--- src/hw/rtl/pip_ram.sv ---
module pip_ram #(
    parameter int WIDTH = 32,
    parameter int DEPTH = 64
) (
    input  logic                     clk,
    input  logic                     we,
    input  logic [$clog2(DEPTH)-1:0] waddr,
    input  logic [WIDTH-1:0]         wdata,
    input  logic [$clog2(DEPTH)-1:0] raddr,
    output logic [WIDTH-1:0]         rdata
);

    logic [WIDTH-1:0] mem_reg [DEPTH];
    logic [WIDTH-1:0] rdata_reg;

    always_ff @(posedge clk)
    begin
        if (we)
        begin
            mem_reg[waddr] <= wdata;
        end
        rdata_reg <= mem_reg[raddr];
    end

    assign rdata = rdata_reg;

endmodule

--- config.mk ---
export PLATFORM = sky130hd
export DESIGN_NAME = pip_ram
export DESIGN_NICKNAME = d
export VERILOG_FILES = /design/src/hw/rtl/pip_ram.sv
export SDC_FILE = /design/constraint.sdc
export NUM_CORES = 2
export LEC_CHECK = 0
export ABC_AREA = 1
export BUFFER_PORTS_ARGS = -buffer_cell sky130_fd_sc_hd__buf_2
export CAP_MARGIN = 0
export CORE_ASPECT_RATIO = 0.5
export CORE_MARGIN = 2
export CORE_UTILIZATION = 31
export CTS_BUF_LIST = sky130_fd_sc_hd__clkbuf_4
export CTS_CLUSTER_SIZE = 14
export DETAILED_ROUTE_END_ITERATION = 8
export MAX_ROUTING_LAYER = met4
export PLACE_DENSITY = 0.53
export SETUP_SLACK_MARGIN = 0.5
export SYNTH_ARGS = -nofsm -noshare
export SYNTH_HDL_FRONTEND = slang
export SYNTH_SLANG_ARGS = --single-unit
--- constraint.sdc ---
create_clock -name clk -period 6.6 [get_ports clk]
set_clock_uncertainty 0.05 [all_clocks]
set_input_delay 0.66 -clock clk [delete_from_list [all_inputs] [get_ports clk]]
set_output_delay 0.66 -clock clk [all_outputs]
set_load 0.005 [all_outputs]
Word level (Yosys, flattened, before mapping)
Memories as Yosys holds them, arrays and structs flattened. A register that Yosys moved wholly into a read port is not among the register bits.
Index checks and enable logic that the tools add are counted.
- $add $sub $neg: 0
- multipliers: 0
- divide/modulo/power cells: 0
- $lt $le $gt $ge: 0
- equality and inequality tests: 0
- shift operators: 0
- mux-type cells: 2
- bitwise logic cells: 0
- reduce and logical (&&, ||, !) cells: 0
- operators with widths (kind ; count):
    two-way mux 1 bit ; 2
- flip-flop bits (word level): 0
- latch bits: 0
- RAM bits: 2048
- bits in read-only memories: 0
- input port bits: 46
- output and inout port bits: 32
- word-level logic and storage cells: 3
- memories: 1
- memories (name ; depth ; bits a word ; rd ports ; clocked after memory_dff ; write ports ; line ; RTL):
    mem_reg ; 64 ; 32 ; 1 ; 1 ; 1 ; 13 ; logic [WIDTH-1:0] mem_reg [DEPTH];

Longest topological paths before layout
- depth in word-level cells: 2
- gate-level depth with buffers: 13
- mapped depth without buffers: 9

Least setup slack after synthesis
No wires, ideal clock.
- path type: in2reg
- from: input we
- to: memory mem_reg[48][0], enable pin
- setup time: 0.502 ns
- arrival time: 4.288 ns
- required time: 6.048 ns
- slack: 1.760 ns
- cell stages on the path: 3
- path buffers: 1
- cells stage by stage: clkbuf_1 > nand4_1 > nor4_1
- cells in the longest elaborated chain, start to end: 2
- RTL lines (item ; line ; RTL):
    from (decl) ; 6 ; input logic we,
    two-way mux 1 bit ; 18 ; if (we)
    two-way mux 1 bit (implied by the code) ; 20 ; mem_reg[waddr] <= wdata;
    to (decl) ; 13 ;
No other way between the ends.

==> reports/summary.txt <==
Outcome: complete, no violations
Met3 WL: 19,920 um
Power Density: 288.0 nW/um2
Critical path required time: 7730 ps
Syn avg cell area: 12.22 um2
Pin count of the biggest net entering global routing: 185
Total vias in the final route: 55.30k
Largest register FFs: 2,048
Tcrit/Tclk final: 48.79%
Min-Delay Path Class: in -> reg
CP Depth: 8
Synth top area cells: edfxtp_1 74%, nand3_1 12%, nand2_1 10%, buf_2 1.7%, dfxtp_1 0.77%
Largest area contributor in the synthesized netlist: edfxtp_1
Worst vdd rail ir drop: 0.1266 mV
Register area: 62,140 um2
Final setup violating endpoints: 0
Netlist cell types: 16
Met1 WL: 109,200 um
Syn Nets: 6,815
DP Worst Slack: 2754 ps
Nets: 7,188
Most frequent cell after synthesis: nand2_1
Detailed placer's ending HPWL: 122,700 um
Post-synthesis sequential area ratio: 75.10%
Crit-path leading delay family: buffers and inverters
Clk Tree Root Cell: clkbuf_4
Hold worst-path end: rdata[3]$_DFF_P_
Worst Hold Launch: raddr[2]
Crit path launch type: primary input
Crit. End Element: register
Psw: 6.510 mW
Max Fanout on Critical Path: 34
Vias per Instance: 5.003
Final hold violations: 0
Vias in the first global route: 52.68k
Die footprint: 271,300 um2
Synth top area share: 74.33%
Post-synth ARST share: 0%
Ratio of cells with drive above 1 in the final layout: 15.13%
WL per Instance: 22.53 um
Max Cap Viol: 0
Kind of critical path: in -> reg
I/O pin count: 78
Slowest stage delay, CP: 1010 ps
Final ANT Viol Nets: 0
DRC: 0
FF-to-FF End: rdata[26]$_DFF_P_
Slew @ Worst Pin: 1257 ps
Max Fclk: 310.6 MHz
Multi-input logic area: 18,770 um2
Worst skew pair latency: 1340 ps
Clock share of power: 39.7%
Syn. warnings: 0
Post-CTS Setup Inserts: 0
CP max-delay cell: clkinv_2
Antenna violations before repair: 13
Internal: 20.63 mW
Top sig layer: met4
Initial core utilization: 31.10%
Fill cells: 26.10k
Mapped Cells: 6,769
Global-route wire length before repair: 361,000 um
Post-Synthesis Cell Area: 82,740 um2
Slew Limit Fails: 0
Drt total wl: 249,000 um
Final instance area: 94,210 um2
RSZ-0062 raised after global routing: no
Hold Path Stages: 7
Area growth from synthesis to layout: 13.87%
Inserted Clock Buffers: 546
Slew HR: 16.17%
Global route overflow: 0
Crit-path cells: dlygate4sd3_1 > buf_4 > clkinv_2 > buf_4 > nand3_1 > nand2_1 > nand2_1 > nand2_1
Gpl congestion: 0.7885
DR WL met2: 115,700 um
CP arrival: 4350 ps
Drt first pass iters: 6
H-tree depth: 6
Longest Clk Path Bufs: 4
Combinational share of power: 6.2%
Post-route setup slack: 3380 ps
Most used cell, CP: nand2_1
P_leak: 33.19 nW
Port Buffers: 77
R2R Path Start: mem_reg[4][26]$_DFFE_PP_
Reg-to-reg setup timing slack: 4830 ps
Clock transition at path regs: 70 ps
Die Y: 369.3 um
Flop and latch count out of synthesis: 2,080
Min Tclk post-route: 3220 ps
Post-synth EDFFs: 2,048
Sequential power share: 54.1%
# resized after CTS: 0
Dominant synthesized flop cell: edfxtp_1
CORE AREA: 266,100 um2
Buffers plus inverters on the worst setup path: 4
Row count: 134
CTS tree: yes
All-Layer GR Usage: 18.39%
Clock Sinks: 2,080
Area of placed instances: 87,290 um2
Post-synth top cells: 2,248 x nand2_1, 2,048 x edfxtp_1, 1,907 x nand3_1, 282 x buf_2, 77 x clkbuf_1
Sw frac: 23.99%
TNS Setup: 0 ps
Die width: 734.6 um
Reg2reg path depth: 8
DRT iter0 DRCs: 6,054
## power by group through the flow
stage | clock [mW] | combinational [mW] | sequential [mW]
floorplan | 0 | 0.898 | 14.9
global placement | 0 | 1.64 | 15.0
detailed placement | 0 | 1.64 | 15.0
CTS | 11.0 | 1.67 | 14.7
global route | 11.7 | 1.82 | 14.7
finish | 10.8 | 1.67 | 14.7
## layer usage
layer | GRT usage (%) | vias up
li1 | - | 25210
met4 | 4.550 | 0
met5 | - | -
met1 | 24.89 | 27340
met3 | 3.523 | 388
met2 | 28.60 | 2360
## worst max path at each step
| stage | startpoint | to | slack [ps] |
|---|---|---|---|
| global route | rdata[26]$_DFF_P_ | rdata[26] | 3420 |
| global placement | raddr[4] | rdata[22]$_DFF_P_ | 2750 |
| finish | raddr[4] | rdata[15]$_DFF_P_ | 3380 |
| floorplan | we | mem_reg[48][0]$_DFFE_PP_ | 1760 |
| CTS | rdata[26]$_DFF_P_ | rdata[26] | 3390 |
| detailed placement | raddr[4] | rdata[22]$_DFF_P_ | 2750 |
## timing repair
item                       in CTS  in global routing
hold endpoints to repair     1992                  0
setup endpoints to repair       0                  0
hold buffers                   40                  0
## worst min-delay path, cell delays in order
cell and delay [ps]:
buf_8 260, nand3_1 170, nand3_1 60, nand2_1 80
nand2_1 50, nand3_1 70, nand2_1 40
## placed cells by master (no fill, tap or decap), drive strengths merged
cell type and count:
buf 234, nand4 9, bufinv 1, clkinv 76, nand2 2248, dlygate4sd3 40, nand3 1907, clkbuf 810
dfxtp 32, nor2 56, clkinvlp 2, edfxtp 2048, diode 22, inv 24, nor4 8
## area by class of cell
cell class,instances,share of cell area (%)
diodes,22,0.05844
clock buffers,810,6.454
clock inverters,91,0.4051
inverters,12,0.08765
multi-input cells,4228,19.92
flip-flops and latches,2080,65.96
well taps,3536,4.696
repair buffers,274,2.418
## logic make-up after synthesis
family                 Yosys count  synth area share [%]
DFF                           2080                 75.10
and+or+nand+nor               4228                 22.12
buffers and inverters          461                 2.779
## per-stage QoR
step	utilization, %	hold WS (ps)	cells	power [mW]
6_report	35.41	135.4	11050	27.14
5_1_grt	35.40	41.95	11050	28.22
4_1_cts	35.39	13.30	11030	27.37
3_5_place_dp	32.81	739.1	10090	16.62
3_3_place_gp	32.81	749.7	10090	16.62
2_1_floorplan	-	671.4	6769	15.83
(Power assumes the default switching activity.)
